**config.mk**
```make
export PLATFORM = sky130hd
export DESIGN_NAME = capture_response_parser_core
export DESIGN_NICKNAME = d
export VERILOG_FILES = /design/src/hw/rtl/crp_pkg.sv /design/src/hw/rtl/crp_input_stage.sv /design/src/hw/rtl/crp_parser.sv /design/src/hw/rtl/capture_response_parser_core.sv
export VERILOG_INCLUDE_DIRS = /design/src /design/src/hw/rtl
export SDC_FILE = /design/constraint.sdc
export NUM_CORES = 1
export LEC_CHECK = 0
export BUFFER_PORTS_ARGS = -buffer_cell sky130_fd_sc_hd__buf_2
export CAP_MARGIN = 10
export CORE_ASPECT_RATIO = 0.8
export CORE_MARGIN = 5
export CORE_UTILIZATION = 60
export DETAILED_ROUTE_END_ITERATION = 6
export PLACE_DENSITY = 0.86
export SETUP_SLACK_MARGIN = 0.5
export SYNTH_ARGS = -nofsm -noshare
export SYNTH_HDL_FRONTEND = slang
export SYNTH_SLANG_ARGS = --single-unit
```
**constraint.sdc**
```tcl
create_clock -name clk -period 7.9 [get_ports clk]
set_input_delay 0.395 -clock clk [delete_from_list [all_inputs] [get_ports clk]]
set_output_delay 0.395 -clock clk [all_outputs]
set_load 0.05 [all_outputs]
```
**src/hw/rtl/capture_response_parser_core_defines.svh**
```systemverilog
`ifndef CAPTURE_RESPONSE_PARSER_CORE_DEFINES_SVH
`define CAPTURE_RESPONSE_PARSER_CORE_DEFINES_SVH

// Same-cycle implication, disabled while in reset.
`define CRP_ASSERT_NOW(label, clk, rst_n, ante, cons) \
    label: assert property (@(posedge clk) disable iff (!rst_n) (ante) |-> (cons)) \
        else $error("capture response parser: same-cycle check failed");

// Next-cycle implication, disabled while in reset.
`define CRP_ASSERT_NEXT(label, clk, rst_n, ante, cons) \
    label: assert property (@(posedge clk) disable iff (!rst_n) (ante) |=> (cons)) \
        else $error("capture response parser: next-cycle check failed");

`endif

```
**src/hw/rtl/crp_pkg.sv**
```systemverilog
package crp_pkg;

    // One byte moving from the input stage to the parser.
    typedef struct packed {
        logic       valid;
        logic [7:0] data;
    } byte_item_t;

    localparam logic [2:0] KIND_COUNT  = 3'd0;
    localparam logic [2:0] KIND_SAMPLE = 3'd1;
    localparam logic [2:0] KIND_STAMP  = 3'd2;
    localparam logic [2:0] KIND_END    = 3'd3;
    localparam logic [2:0] KIND_ERROR  = 3'd4;

    localparam logic [31:0] ERR_BAD_LINE  = 32'd1;
    localparam logic [31:0] ERR_BAD_COUNT = 32'd2;

    localparam logic [1:0] MODE_8BIT  = 2'd0;
    localparam logic [1:0] MODE_16BIT = 2'd1;

    localparam logic [7:0] CHAR_CR = 8'h0d;
    localparam logic [7:0] CHAR_LF = 8'h0a;

    localparam logic [4:0] STATUS_LEN = 5'd15;
    localparam logic [4:0] LINE_POS_MAX = 5'd31;

    localparam logic [31:0] MASK_8BIT  = 32'h0000_00ff;
    localparam logic [31:0] MASK_16BIT = 32'h0000_ffff;
    localparam logic [31:0] MASK_24BIT = 32'h00ff_ffff;

    // Expected status line, one character per position.
    function automatic logic [7:0] status_char(input logic [3:0] pos);
        logic [7:0] c;
        case (pos)
            4'd0:    c = "C";
            4'd1:    c = "A";
            4'd2:    c = "P";
            4'd3:    c = "T";
            4'd4:    c = "U";
            4'd5:    c = "R";
            4'd6:    c = "E";
            4'd7:    c = "_";
            4'd8:    c = "S";
            4'd9:    c = "T";
            4'd10:   c = "A";
            4'd11:   c = "R";
            4'd12:   c = "T";
            4'd13:   c = "E";
            4'd14:   c = "D";
            default: c = 8'h00;
        endcase
        return c;
    endfunction

endpackage

```
**src/hw/rtl/crp_input_stage.sv**
```systemverilog
`include "capture_response_parser_core_defines.svh"

module crp_input_stage
(
    input  logic                clk,
    input  logic                rst_n,
    input  logic                in_valid,
    output logic                in_stall,
    input  logic [7:0]          rx_byte,
    input  logic                take,
    output crp_pkg::byte_item_t item
);

    logic       main_valid_reg, main_valid_next;
    logic [7:0] main_data_reg,  main_data_next;
    logic       skid_valid_reg, skid_valid_next;
    logic [7:0] skid_data_reg,  skid_data_next;
    logic       accept;

    assign in_stall   = skid_valid_reg;
    assign accept     = in_valid && !skid_valid_reg;
    assign item.valid = main_valid_reg;
    assign item.data  = main_data_reg;

    always_comb
    begin
        main_valid_next = main_valid_reg;
        main_data_next  = main_data_reg;
        skid_valid_next = skid_valid_reg;
        skid_data_next  = skid_data_reg;
        if (!main_valid_reg || take)
        begin
            // refill main from skid first, else from the port
            if (skid_valid_reg)
            begin
                main_valid_next = 1'b1;
                main_data_next  = skid_data_reg;
                skid_valid_next = 1'b0;
            end
            else
            begin
                main_valid_next = accept;
                if (accept)
                    main_data_next = rx_byte;
            end
        end
        else if (accept)
        begin
            // park the transfer while main holds
            skid_valid_next = 1'b1;
            skid_data_next  = rx_byte;
        end
    end

    always_ff @(posedge clk or negedge rst_n)
    begin
        if (!rst_n)
        begin
            main_valid_reg <= 1'b0;
            skid_valid_reg <= 1'b0;
        end
        else
        begin
            main_valid_reg <= main_valid_next;
            skid_valid_reg <= skid_valid_next;
        end
    end

    always_ff @(posedge clk)
    begin
        main_data_reg <= main_data_next;
        skid_data_reg <= skid_data_next;
    end

    `CRP_ASSERT_NOW(a_skid_implies_main, clk, rst_n, skid_valid_reg, main_valid_reg)
    `CRP_ASSERT_NEXT(a_skid_fills_on_hold, clk, rst_n,
        accept && main_valid_reg && !take, skid_valid_reg && main_valid_reg)
    `CRP_ASSERT_NEXT(a_main_drains, clk, rst_n,
        take && !skid_valid_reg && !accept, !main_valid_reg)

endmodule

```
**src/hw/rtl/crp_parser.sv**
```systemverilog
`include "capture_response_parser_core_defines.svh"

module crp_parser
#(
    parameter int MAX_SAMPLES = 1048576
)
(
    input  logic                clk,
    input  logic                rst_n,
    input  crp_pkg::byte_item_t item,
    output logic                take,
    input  logic [1:0]          sample_mode,
    output logic                out_valid,
    input  logic                out_stall,
    output logic [2:0]          result_kind,
    output logic [31:0]         result_value,
    output logic                is_last
);

    localparam int CntW = $clog2(MAX_SAMPLES + 1);

    localparam logic [2:0] PH_LINE     = 3'd0;
    localparam logic [2:0] PH_COUNT    = 3'd1;
    localparam logic [2:0] PH_SAMPLES  = 3'd2;
    localparam logic [2:0] PH_STAMPLEN = 3'd3;
    localparam logic [2:0] PH_STAMPS   = 3'd4;

    logic [2:0]      phase_reg,    phase_next;
    logic [4:0]      line_pos_reg, line_pos_next;
    logic            mismatch_reg, mismatch_next;
    logic [31:0]     asm_reg,      asm_next;
    logic [1:0]      idx_reg,      idx_next;
    logic [CntW-1:0] samples_reg,  samples_next;
    logic [7:0]      stamps_reg,   stamps_next;

    logic            out_valid_reg, out_valid_next;
    logic [2:0]      kind_reg;
    logic [31:0]     value_reg;
    logic            last_reg;

    logic            res_valid;
    logic [2:0]      res_kind;
    logic [31:0]     res_value;
    logic            res_last;

    logic [7:0]      b;
    logic [31:0]     asm_new;
    logic [2:0]      idx_plus;
    logic [2:0]      need;
    logic [31:0]     mask;
    logic            word_done;
    logic            sample_done;
    logic [CntW-1:0] samples_dec;
    logic [7:0]      stamps_dec;
    logic            ready;

    assign ready = !(out_valid_reg && out_stall);
    assign take  = item.valid && ready;
    assign b     = item.data;

    assign asm_new     = asm_reg | (32'(b) << {idx_reg, 3'b000});
    assign idx_plus    = {1'b0, idx_reg} + 3'd1;
    assign word_done   = idx_plus >= 3'd4;
    assign sample_done = idx_plus >= need;
    assign samples_dec = samples_reg - CntW'(1);
    assign stamps_dec  = stamps_reg - 8'd1;

    always_comb
    begin
        unique case (sample_mode)
            crp_pkg::MODE_8BIT:
            begin
                need = 3'd1;
                mask = crp_pkg::MASK_8BIT;
            end
            crp_pkg::MODE_16BIT:
            begin
                need = 3'd2;
                mask = crp_pkg::MASK_16BIT;
            end
            default:
            begin
                need = 3'd4;
                mask = crp_pkg::MASK_24BIT;
            end
        endcase
    end

    always_comb
    begin
        phase_next    = phase_reg;
        line_pos_next = line_pos_reg;
        mismatch_next = mismatch_reg;
        asm_next      = asm_reg;
        idx_next      = idx_reg;
        samples_next  = samples_reg;
        stamps_next   = stamps_reg;
        res_valid     = 1'b0;
        res_kind      = crp_pkg::KIND_ERROR;
        res_value     = 32'd0;
        res_last      = 1'b0;

        unique case (phase_reg)
            PH_COUNT:
            begin
                if (word_done)
                begin
                    asm_next  = 32'd0;
                    idx_next  = 2'd0;
                    res_valid = 1'b1;
                    if (asm_new == 32'd0 || asm_new > 32'(MAX_SAMPLES))
                    begin
                        phase_next   = PH_LINE;
                        samples_next = '0;
                        stamps_next  = 8'd0;
                        res_kind     = crp_pkg::KIND_ERROR;
                        res_value    = crp_pkg::ERR_BAD_COUNT;
                        res_last     = 1'b1;
                    end
                    else
                    begin
                        phase_next   = PH_SAMPLES;
                        samples_next = asm_new[CntW-1:0];
                        res_kind     = crp_pkg::KIND_COUNT;
                        res_value    = asm_new;
                    end
                end
                else
                begin
                    asm_next = asm_new;
                    idx_next = idx_plus[1:0];
                end
            end
            PH_SAMPLES:
            begin
                if (sample_done)
                begin
                    asm_next     = 32'd0;
                    idx_next     = 2'd0;
                    samples_next = samples_dec;
                    if (samples_dec == '0)
                        phase_next = PH_STAMPLEN;
                    res_valid = 1'b1;
                    res_kind  = crp_pkg::KIND_SAMPLE;
                    res_value = asm_new & mask;
                end
                else
                begin
                    asm_next = asm_new;
                    idx_next = idx_plus[1:0];
                end
            end
            PH_STAMPLEN:
            begin
                res_valid = 1'b1;
                res_kind  = crp_pkg::KIND_END;
                res_value = 32'(b);
                asm_next  = 32'd0;
                idx_next  = 2'd0;
                if (b > 8'd1)
                begin
                    phase_next  = PH_STAMPS;
                    stamps_next = b;
                end
                else
                begin
                    phase_next   = PH_LINE;
                    samples_next = '0;
                    stamps_next  = 8'd0;
                    res_last     = 1'b1;
                end
            end
            PH_STAMPS:
            begin
                if (word_done)
                begin
                    asm_next    = 32'd0;
                    idx_next    = 2'd0;
                    stamps_next = stamps_dec;
                    res_valid   = 1'b1;
                    res_kind    = crp_pkg::KIND_STAMP;
                    res_value   = asm_new;
                    if (stamps_dec == 8'd0)
                    begin
                        phase_next   = PH_LINE;
                        samples_next = '0;
                        res_last     = 1'b1;
                    end
                end
                else
                begin
                    asm_next = asm_new;
                    idx_next = idx_plus[1:0];
                end
            end
            default:
            begin
                phase_next = PH_LINE;
                if (b == crp_pkg::CHAR_LF)
                begin
                    line_pos_next = 5'd0;
                    mismatch_next = 1'b0;
                    asm_next      = 32'd0;
                    idx_next      = 2'd0;
                    if (!mismatch_reg && line_pos_reg == crp_pkg::STATUS_LEN)
                        phase_next = PH_COUNT;
                    else
                    begin
                        samples_next = '0;
                        stamps_next  = 8'd0;
                        res_valid    = 1'b1;
                        res_kind     = crp_pkg::KIND_ERROR;
                        res_value    = crp_pkg::ERR_BAD_LINE;
                        res_last     = 1'b1;
                    end
                end
                else if (b != crp_pkg::CHAR_CR)
                begin
                    if (line_pos_reg >= crp_pkg::STATUS_LEN
                        || crp_pkg::status_char(line_pos_reg[3:0]) != b)
                        mismatch_next = 1'b1;
                    if (line_pos_reg < crp_pkg::LINE_POS_MAX)
                        line_pos_next = line_pos_reg + 5'd1;
                end
            end
        endcase
    end

    always_comb
    begin
        if (take)
            out_valid_next = res_valid;
        else if (!out_stall)
            out_valid_next = 1'b0;
        else
            out_valid_next = out_valid_reg;
    end

    always_ff @(posedge clk or negedge rst_n)
    begin
        if (!rst_n)
        begin
            phase_reg     <= PH_LINE;
            line_pos_reg  <= 5'd0;
            mismatch_reg  <= 1'b0;
            asm_reg       <= 32'd0;
            idx_reg       <= 2'd0;
            samples_reg   <= '0;
            stamps_reg    <= 8'd0;
            out_valid_reg <= 1'b0;
        end
        else
        begin
            out_valid_reg <= out_valid_next;
            if (take)
            begin
                phase_reg    <= phase_next;
                line_pos_reg <= line_pos_next;
                mismatch_reg <= mismatch_next;
                asm_reg      <= asm_next;
                idx_reg      <= idx_next;
                samples_reg  <= samples_next;
                stamps_reg   <= stamps_next;
            end
        end
    end

    always_ff @(posedge clk)
    begin
        if (take && res_valid)
        begin
            kind_reg  <= res_kind;
            value_reg <= res_value;
            last_reg  <= res_last;
        end
    end

    assign out_valid    = out_valid_reg;
    assign result_kind  = kind_reg;
    assign result_value = value_reg;
    assign is_last      = last_reg;

    `CRP_ASSERT_NEXT(a_last_restarts_line, clk, rst_n,
        take && res_valid && res_last, phase_reg == PH_LINE)
    `CRP_ASSERT_NOW(a_samples_nonzero, clk, rst_n,
        phase_reg == PH_SAMPLES, samples_reg != '0)
    `CRP_ASSERT_NOW(a_last_kind, clk, rst_n, res_valid && res_last,
        res_kind == crp_pkg::KIND_END || res_kind == crp_pkg::KIND_STAMP
        || res_kind == crp_pkg::KIND_ERROR)

endmodule

```
**src/hw/rtl/capture_response_parser_core.sv**
```systemverilog
// Path: a byte is held in the input stage's main register, then parsed, and its
// result is captured in the parser's result register that drives the outputs.
// Throughput: one byte per cycle unless a waiting result is stalled by out_stall;
// the parse state updates in a single pass. While a result waits, the two-entry
// input stage takes up to two more bytes, then stalls.
// Reset (rst_n low, asynchronous): parser awaits a status line, sample_mode is 0.
module capture_response_parser_core
#(
    parameter int MAX_SAMPLES = 1048576
)
(
    input  logic        clk,
    input  logic        rst_n,
    input  logic        cfg_valid,
    output logic        cfg_ready,
    input  logic [1:0]  cfg_data,
    input  logic        in_valid,
    output logic        in_stall,
    input  logic [7:0]  rx_byte,
    output logic        out_valid,
    input  logic        out_stall,
    output logic [2:0]  result_kind,
    output logic [31:0] result_value,
    output logic        is_last
);

    logic [1:0]          sample_mode_reg;
    crp_pkg::byte_item_t item;
    logic                take;

    assign cfg_ready = 1'b1;

    always_ff @(posedge clk or negedge rst_n)
    begin
        if (!rst_n)
            sample_mode_reg <= crp_pkg::MODE_8BIT;
        else if (cfg_valid && cfg_ready)
            sample_mode_reg <= cfg_data;
    end

    crp_input_stage u_input
    (
        .clk      (clk),
        .rst_n    (rst_n),
        .in_valid (in_valid),
        .in_stall (in_stall),
        .rx_byte  (rx_byte),
        .take     (take),
        .item     (item)
    );

    crp_parser #(
        .MAX_SAMPLES (MAX_SAMPLES)
    ) u_parser
    (
        .clk          (clk),
        .rst_n        (rst_n),
        .item         (item),
        .take         (take),
        .sample_mode  (sample_mode_reg),
        .out_valid    (out_valid),
        .out_stall    (out_stall),
        .result_kind  (result_kind),
        .result_value (result_value),
        .is_last      (is_last)
    );

endmodule
```
# --- Word level (Yosys, flattened, before mapping) ---
# Memories as Yosys holds them, arrays and structs flattened.
# Cells that the tools add are included.
totals:
  mem_count: 1
  out_inout_bits: 39
  rom_bits: 96
  ramBits: 0
  register_bits: 129
  wordCells: 161
  latchBits: 0
  inputBits: 15
classes:
  muxes: 75
  bitwise_logic: 5
  div: 0
  shift: 1
  add_sub_neg: 4
  n_eq_ne: 19
  multipliers: 0
  order_cmp: 6
  reduce_logical: 34
memory_table:
  columns: ["name", "words", "width", "rd", "rd_ports_with_merged_regs", "write_ports", "line", "rtl"]
  rows:
  - ["(no name shown)", 16, 6, 1, 0, 0, "crp_pkg.sv:34", "case (pos)"]
op_table:
  columns: ["op", "count"]
  rows:
  - ["$mux W32", 8]
  - ["$mux W21", 8]
  - ["$pmux W32 S4", 1]
  - ["$pmux W32 S3", 1]
  - ["$mux W8", 11]
  - ["$pmux W21 S4", 1]
  - ["$pmux W24 S2", 1]
  - ["$mux W3", 11]
  - ["$and A32 B24 Y32", 1]
  - ["$gt A32 B21 Y1 const B", 1]
  - ["$logic_not A32 Y1", 1]
  - ["$or A32 B32 Y32", 1]
  - ["$pmux W8 S4", 1]
  - ["$shl A8 B5 Y32", 1]
  - ["$pmux W3 S4", 2]
  - ["$logic_not A21 Y1", 1]
  - ["$sub A21 B1 Y21 const B", 1]
  - ["$mux W1", 19]
  - ["$mux W5", 3]
  - ["$ne A2 B1 Y1 const B", 7]
  - ["$reduce_bool A2 Y1", 5]
  - ["$eq A8 B4 Y1 const B", 1]
  - ["$gt A8 B1 Y1 const B", 1]
  - ["$logic_not A8 Y1", 1]
  - ["other kinds (36)", 55]

# --- Depth between registers and ports, before layout ---
# Gate-level depths: netlist of run 1.
logic_depth:
  ltp_word: 9
  depth_mapped: 12
  mapped_depth_nobuf: 10

# --- By module ---
# Synthesis of run 1 repeated with hierarchy kept, for this count alone.
hier_totals:
  hier_cells: 794
  area_unflattened_um2: 7358.3
by_module_without_submodules:
  columns: ["module", "n_inst", "seq_area_each_um2", "cells_each", "area_each_um2"]
  rows:
  - ["crp_parser", 1, 2907.8, 754, 6573.8]
  - ["crp_input_stage", 1, 530.5, 34, 700.7]
  - ["capture_response_parser_core", 1, 50.0, 6, 83.8]

# --- Worst setup path after synthesis of run 1 ---
# Ideal clock, no wire load.
synth_path:
  path_kind: "reg-to-reg"
  start: "register u_parser.idx_reg[0]"
  end: "register u_parser.last_reg (netlist: u_parser.is_last), enable pin"
  path_slack_ps: 2173
  period_less_slack_ps: 5727
  setup_time_ps: 523
  path_buffers: 0
  stages_incl_launch_ff: 8
  t_arrival_ps: 5204
  path_cell_list: "dfrtp_1 > ha_1 > ha_1 > a21o_1 > a211oi_1 > o21ai_0 > a21oi_1 > nor4_1"
synth_between:
  elab_chain_len: 5
  word_cells_on_any_way: 7
  cone_classes: "add/sub (1); order compare (2); mux (3); reduce/logical (1)"
synth_rtl:
  columns: ["item", "line", "rtl"]
  rows:
  - ["start, declared", "crp_parser.sv:32", "logic [1:0] idx_reg, idx_next;"]
  - ["start signal, assigned", "crp_parser.sv:261", "idx_reg <= idx_next;"]
  - ["$add A2 B1 Y3 (*)", "crp_parser.sv:62", "assign idx_plus = {1'b0, idx_reg} + 3'd1;"]
  - ["$ge A3 B3 Y1, on equally long branches", "crp_parser.sv:63, crp_parser.sv:64", null]
  - ["$mux W1, on equally long branches", "crp_parser.sv:106, crp_parser.sv:175, crp_parser.sv:136", null]
  - ["$pmux W1 S3 (*)", "crp_parser.sv:103", "unique case (phase_reg)"]
  - ["$logic_and A1 B1 Y1 (*)", "crp_parser.sv:270", "if (take && res_valid)"]
  - ["end signal, assigned", "crp_parser.sv:274", "last_reg <= res_last;"]
  - ["end, declared", "crp_parser.sv:39", "logic last_reg;"]
# Mark *: on every way between the ends. The rest lies on a longest branch, timed or not.
# A chain may end at the register's enable or synchronous reset.

# --- Final worst setup path of run 1 ---
layout_path:
  start: "register u_input.main_data_reg[1]"
  end: "register u_parser.samples_reg[12]"
layout_between:
  elab_chain_len: 7
  word_cells_on_any_way: 13
  cone_classes: "order compare (2); eq/ne (2); shift (1); mux (3); bitwise (1); reduce/logical (4)"
layout_rtl:
  columns: ["item", "line", "rtl"]
  rows:
  - ["start, declared", "crp_input_stage.sv:15", "logic [7:0] main_data_reg, main_data_next;"]
  - ["start signal, assigned", "crp_input_stage.sv:71", "main_data_reg <= main_data_next;"]
  - ["$shl A8 B5 Y32", "crp_parser.sv:61", "assign asm_new = asm_reg | (32'(b) << {idx_reg, 3'b000});"]
  - ["$or A32 B32 Y32", "crp_parser.sv:61", null]
  - ["$gt A32 B21 Y1 or $logic_not A32 Y1 (tied branches)", "crp_parser.sv:111", "if (asm_new == 32'd0 || asm_new > 32'(MAX_SAMPLES))"]
  - ["$logic_or A1 B1 Y1", "crp_parser.sv:111", null]
  - ["$mux W21", "crp_parser.sv:111", null]
  - ["$mux W21", "crp_parser.sv:106", "if (word_done)"]
  - ["$pmux W21 S4", "crp_parser.sv:103", null]
  - ["end signal, assigned", "crp_parser.sv:262", "samples_reg <= samples_next;"]
  - ["end, declared", "crp_parser.sv:33", "logic [CntW-1:0] samples_reg, samples_next;"]
# Several ways; a longest one is shown, not always the timed one. The select of a mux whose other input is x is not followed.

==> results.py, run 1 <==
metrics = {
    "pwr": {
        "comb_power_share": 0.443,
        "switching_share": 0.4722,
        "power_frac_seq": 0.344,
        "leakage_nw": 3.160,
        "p_int_mw": 1.819,
        "ir_drop_mv": 0.2504,
        "clkPwrFrac": 0.213,
        "p_sw_mw": 1.627,
        "p_per_area_mw_per_mm2": 444.4,
    },
    "place": {
        "hpwl_um": 12270,
        "port_buffers": 52,
        "dp_cells": 877,
        "gp_congestion": 0.9072,
    },
    "sta": {
        "fin_hold_ws_ps": 130.8,
        "worst_pin_slew_ps": 1032,
        "finalCritPeriodShare": 0.4316,
        "slew_headroom": 0.3104,
        "fin_setup_tns_ps": 0,
        "period_needed_ps": 3409,
        "rsz0062_at_grt": "false",
        "max_freq_mhz": 293.3,
        "drv_slew": 0,
        "hold_violations": 0,
        "finClkSkew_ps": 9.021,
        "setup_viol": 0,
    },
    "clocking": {
        "cts_made_buffers": 17,
        "h-tree-depth": 4,
        "clk_pin_slew_ps": 60,
        "clk_latency_ps": 430,
        "cts.path.max_buffers": 2,
        "tritoncts": "built",
        "post_cts_buffers": 0,
        "cts_resized": 0,
        "hold_buffers": 0,
        "cts-root-buf": "clkbuf_16",
        "cts_sinks": 129,
    },
    "finish": {
        "antennaDiodeCount": 0,
        "drive_above_1_share": 0.1472,
        "fillers": 840,
        "final_cell_mix": "nor2_1, a21oi_1, dfrtp_1",
        "layout.cells.most_common": "nor2_1",
        "finalNetCount": 780,
        "instances_no_fill": 909,
        "area_growth_pct": 11.96,
    },
    "drt": {
        "num_vias": 6061,
        "route.antenna.remaining_nets": 0,
        "dr.pass1.iters": 5,
        "drt_iter0_drc": 1002,
        "vias_per_cell": 6.668,
        "avgRoutedWirePerCell_um": 20.05,
        "drc": 0,
        "drt_wl_total_um": 18220,
    },
    "yosys": {
        "syn_inst": 724,
        "ys_seq_area_frac": 0.5037,
        "synth-edff-count": 52,
        "synth_fp_nets": 756,
        "postSynth.asyncResetShare": 0.5969,
        "yosysWarnings": 0,
        "synth-seq-cells": 129,
        "synth_area_mm2": 0.006925,
        "syn_avg_cell_area_um2": 9.565,
        "ys.flop_type": "dfrtp_1",
        "synth_cell_types": 66,
    },
    "critical_path": {
        "cp-end-kind": "flop",
        "path_max_fanout": 17,
        "rr_worst_depth": 7,
        "crit_type": "flop to flop",
        "critPathLaunchType": "flop",
        "required_ps": 8220,
        "cp.arrival_ps": 3730,
    },
    "grt": {
        "antenna_found_initial": 2,
        "grt_use_total": 0.2695,
        "grt_pass1_wl_um": 28750,
        "grt_max_degree": 78,
        "grt_pass1_vias": 5571,
        "grt-ovfl-total": 0,
    },
    "floorplanning": {
        "die_y_um": 106.1,
        "core_mm2": 0.01139,
        "boundaryPins": 54,
        "die_x_um": 130.1,
        "row_count": 35,
        "die_area_mm2": 0.01380,
        "initial_core_util": 0.6082,
    },
    "run_status": {
        "status": "finished clean",
    },
    "job": {
        "cap_viol_max_count": 0,
    },
    "hold_path": {
        "min_path_type": "input pin to async pin",
    },
}
[per-stage QoR]
stage | cell area [um2] | power (mW) | setup slack, ps | util
floorplan | 6925 | 2.283 | 2173 | -
global placement | 7206 | 2.619 | 4739 | 0.6329
detailed placement | 7206 | 2.664 | 4718 | 0.6329
CTS | 7754 | 3.405 | 4641 | 0.6810
global route | 7754 | 3.639 | 4275 | 0.6810
finish | 7754 | 3.445 | 4491 | 0.6810
[critical path, stage by stage, from the launching register on]
cell	delay, ps
edfxtp_1	730
nor3_2	360
a31oi_1	140
nor4_1	720
and3_1	270
mux2_2	360
nand2_1	380
o21ai_0	330
[power groups by stage]
stage | clock, mW | combinational [mW] | sequential [mW]
2_1_floorplan | 0 | 0.983 | 1.30
3_3_place_gp | 0 | 1.45 | 1.17
3_5_place_dp | 0 | 1.48 | 1.18
4_1_cts | 0.738 | 1.50 | 1.17
5_1_grt | 0.778 | 1.65 | 1.21
6_report | 0.734 | 1.53 | 1.18
[Yosys cell counts (all sizes together), types with 6 or more instances]
cell    number  area share
nor3        26       0.020
ha          17       0.031
a21oi       88       0.064
nand2       44       0.024
o21ai       51       0.037
clkbuf      40       0.022
a21o         7      0.0076
nand2b       8      0.0072
nor2b        7      0.0063
inv         16      0.0087
o31ai       10       0.011
a32o         6      0.0087
nor2       105       0.057
o22ai        9      0.0081
o211ai       6      0.0065
nor3b        6      0.0065
dfrtp       77        0.28
or3          8      0.0072
edfxtp      52        0.23
mux2        12       0.020
buf         10      0.0074
nand3       13       0.010
and2         7      0.0063
a31oi        7      0.0063
xnor2       10       0.013
nor4        17       0.020
[layout make-up]
cell class                 instances  area (um2)  share of cell area
sequential                       129        3488              0.4499
clock buffer                      17       425.4             0.05487
clock inverter                    15       122.6             0.01581
tap                              148       185.2             0.02388
multi-input combinational        529        3187              0.4110
timing repair buffer              55       285.3             0.03679
inverter                          16       60.06            0.007746
[path summary, 6_finish.rpt]
| kind | end | slack [ps] | from |
|---|---|---|---|
| max in group asynchronous | u_parser.asm_reg[31] | 7100 | rst_n |
| worst min register to register | u_parser.asm_reg[20] | 510 | u_parser.asm_reg[20] |
| worst min-delay path | u_parser.line_pos_reg[2] | 130 | rst_n |
| min in group clk | u_input.skid_data_reg[4] | 150 | rx_byte[4] |
| worst max register to register | u_parser.samples_reg[12] | 4490 | u_input.main_data_reg[1] |
| worst max-delay path | u_parser.samples_reg[12] | 4490 | u_input.main_data_reg[1] |
[logic make-up (layout without fill, tap and decap cells)]
| kind of cell | count (synthesis) | after routing | synth area share |
|---|---|---|---|
| flops | 129 | 129 | 0.5037 |
| compound gates | 212 | 212 | 0.1857 |
| mux | 16 | 16 | 0.02710 |
| xor+xnor | 15 | 15 | 0.01897 |
| fa+ha+maj | 17 | 17 | 0.03071 |
| buf+inv | 66 | 103 | 0.03776 |
| simple gates | 268 | 268 | 0.1955 |
| other cells | 1 | 1 | 0.0005415 |
[per-layer routing]
layer	wire length, um	share of wire	global-route usage	vias to the layer above
li1	-	-	-	2693
met1	7620	0.42	0.3906	2868
met2	7998	0.44	0.3847	429
met3	2127	0.12	0.08990	67
met4	447	0.025	0.08160	4
met5	27	0.0015	0	-
No activity file was read; power rests on OpenSTA's default activity.
==> run 2: changes to the inputs <==
--- a/config.mk
+++ b/config.mk
@@ -10,9 +10,9 @@
 export CAP_MARGIN = 10
 export CORE_ASPECT_RATIO = 0.8
 export CORE_MARGIN = 5
-export CORE_UTILIZATION = 60
+export CORE_UTILIZATION = 55
 export DETAILED_ROUTE_END_ITERATION = 6
-export PLACE_DENSITY = 0.86
+export PLACE_DENSITY = 0.83
 export SETUP_SLACK_MARGIN = 0.5
 export SYNTH_ARGS = -nofsm -noshare
 export SYNTH_HDL_FRONTEND = slang
==> constraint.sdc (replaced) <==
create_clock -name clk -period 2.7 [get_ports clk]
set_input_delay 0.135 -clock clk [delete_from_list [all_inputs] [get_ports clk]]
set_output_delay 0.135 -clock clk [all_outputs]
set_load 0.05 [all_outputs]
==> results.py, run 2 (synthesis results as in run 1) <==
metrics = {
    "run_status": {
        "status": "complete, but fails checks",
        "violations": "design-rule violations, negative setup slack",
    },
    "critical_path": {
        "cp.arrival_ps": 3420,
        "cp-end-kind": "flop",
        "critPathLaunchType": "flop",
        "required_ps": 2950,
        "rrSetupSlack_ps": -470,
        "r2r-start": "u_input.main_data_reg[6]",
        "rr_worst_depth": 11,
        "r2r_end": "u_parser.result_value[13]",
        "crit_type": "flop to flop",
        "path_max_fanout": 8,
    },
    "grt": {
        "grt-ovfl-total": 0,
        "grt_use_total": 0.3315,
        "antenna_found_initial": 0,
        "grtUsageMet3": 0.1230,
        "busiest_layer": "met2",
        "grt_max_degree": 78,
        "grt_pass1_vias": 6906,
        "met2_usage": 0.5110,
        "grt_pass1_wl_um": 37600,
        "grt_use_met1": 0.4190,
    },
    "finish": {
        "instances_no_fill": 1057,
        "antennaDiodeCount": 0,
        "area_growth_pct": 44.39,
        "drive_above_1_share": 0.4041,
        "layout.cells.most_common": "a21oi_1",
        "final_cell_mix": "a21oi_1, buf_4, dfrtp_1",
        "finalNetCount": 905,
    },
    "clocking": {
        "h-tree-depth": 4,
        "cts_made_buffers": 17,
        "cts_sinks": 129,
        "clk_pin_slew_ps": 70,
        "cts.path.max_buffers": 2,
        "tritoncts": "built",
        "cts-root-buf": "clkbuf_16",
        "clk_latency_ps": 450,
    },
    "pwr": {
        "leakage_nw": 4.018,
        "switching_share": 0.4754,
        "comb_power_share": 0.587,
        "p_int_mw": 7.354,
        "ir_drop_mv": 0.9992,
        "p_per_area_mw_per_mm2": 1402,
        "p_sw_mw": 6.664,
        "power_frac_seq": 0.242,
        "clkPwrFrac": 0.171,
    },
    "sta": {
        "fin_setup_tns_ps": -10430,
        "finalCritPeriodShare": 1.175,
        "finClkSkew_ps": 17.49,
        "setup_viol": 31,
        "slew_headroom": 0.3064,
        "rsz0062_at_grt": "true",
        "max_freq_mhz": 315.1,
        "period_needed_ps": 3174,
        "hold_violations": 0,
        "drv_slew": 0,
        "worst_pin_slew_ps": 1032,
        "fin_ws_ps": -473.7,
    },
    "drt": {
        "drc": 53,
        "avgRoutedWirePerCell_um": 27.21,
        "num_vias": 7489,
        "drt_wl_total_um": 28760,
        "route.antenna.remaining_nets": 0,
        "vias_per_cell": 7.085,
        "drt_iter0_drc": 1585,
        "dr.pass1.iters": 7,
    },
    "floorplanning": {
        "die_x_um": 135.5,
        "die_y_um": 110.4,
        "core_mm2": 0.01225,
        "boundaryPins": 54,
        "initial_core_util": 0.5653,
        "row_count": 36,
        "die_area_mm2": 0.01495,
    },
    "place": {
        "port_buffers": 52,
        "gp_congestion": 0.9268,
        "dp_cells": 952,
        "hpwl_um": 13630,
    },
    "job": {
        "cap_viol_max_count": 0,
    },
    "hold_path": {
        "hold_end": "u_input.skid_data_reg[6]",
        "min_path_type": "input pin to flop",
        "worst_hold_path.num_cells": 2,
        "hp-start": "rx_byte[6]",
    },
}
## run 2: changes by cell type in the layout (fill, tap and decap cells not counted), moves of 11 or more
cell,delta
buf_4,+73
nor2_1,-52
nor2_4,+34
o21ai_0,-24
buf_6,+20
nor2_2,+18
dlygate4sd3_1,+14
o21ai_1,+14
buf_12,+11
## run 2: timing repair
action	CTS	global route
setup endpoints to repair	138	143
endpoints found under the hold margin	90	0
hold buffers	14	0
gates resized for setup	88	154
pin swaps	58	45
cloned	6	4
buffers inserted	32	17
## run 2: how the worst max path moves through the flow
stage	slack (ps)	start	endpoint
global placement	50	sample_mode_reg[1]	u_parser.samples_reg[10]
floorplan	-420	u_parser.idx_reg[1]	u_parser.is_last
finish	-470	u_input.main_data_reg[6]	u_parser.result_value[13]
detailed placement	10	sample_mode_reg[1]	u_parser.samples_reg[9]
CTS	130	u_parser.idx_reg[0]	u_parser.result_value[2]
global route	-520	u_input.main_data_reg[6]	u_parser.result_value[13]
## run 2: critical path, stage by stage (launching register included)
cell      delay (ps)
edfxtp_1         440
nor4_4           360
a31oi_2          190
buf_4            170
buf_6            110
nor4_4           200
buf_4            160
nand4_1          380
mux2i_4          450
buf_6            190
nor2_4            70
nor2_2           240
## run 2: power groups by stage
stage / registers, mW / clock network [mW] / logic, mW
floorplan: 3.79 / 0 / 2.99
global placement: 3.24 / 0 / 4.96
finish: 3.40 / 2.40 / 8.22
global route: 3.43 / 2.48 / 8.49
detailed placement: 3.28 / 0 / 5.12
CTS: 3.27 / 2.33 / 6.29
## run 2: metrics by stage
stage,cell area (um2),setup slack [ps],utilization,hold slack [ps],total power [mW]
2_1_floorplan,7036,-415.4,-,-160.6,6.779
3_3_place_gp,7746,51.26,0.6323,328.9,8.201
3_5_place_dp,7746,11.98,0.6323,331.7,8.400
4_1_cts,9136,134.6,0.7457,423.7,11.90
5_1_grt,10000,-524.9,0.8162,415.3,14.40
6_report,10000,-473.7,0.8162,416.7,14.02
## run 2: area by class of cell
| class | instances | area (um2) |
|---|---|---|
| clock buffer | 18 | 450.4 |
| clock inverter | 14 | 141.4 |
| fill | 598 | 2252 |
| inverter | 16 | 60.06 |
| multi-input combinational | 529 | 4064 |
| sequential | 129 | 3491 |
| tap | 171 | 214.0 |
| timing repair buffer | 180 | 1579 |
## run 2: layer usage
metal,share of wire,up-vias
li1,-,2944
met4,0.076,0
met5,0,-
met1,0.35,3533
met2,0.44,766
met3,0.14,246
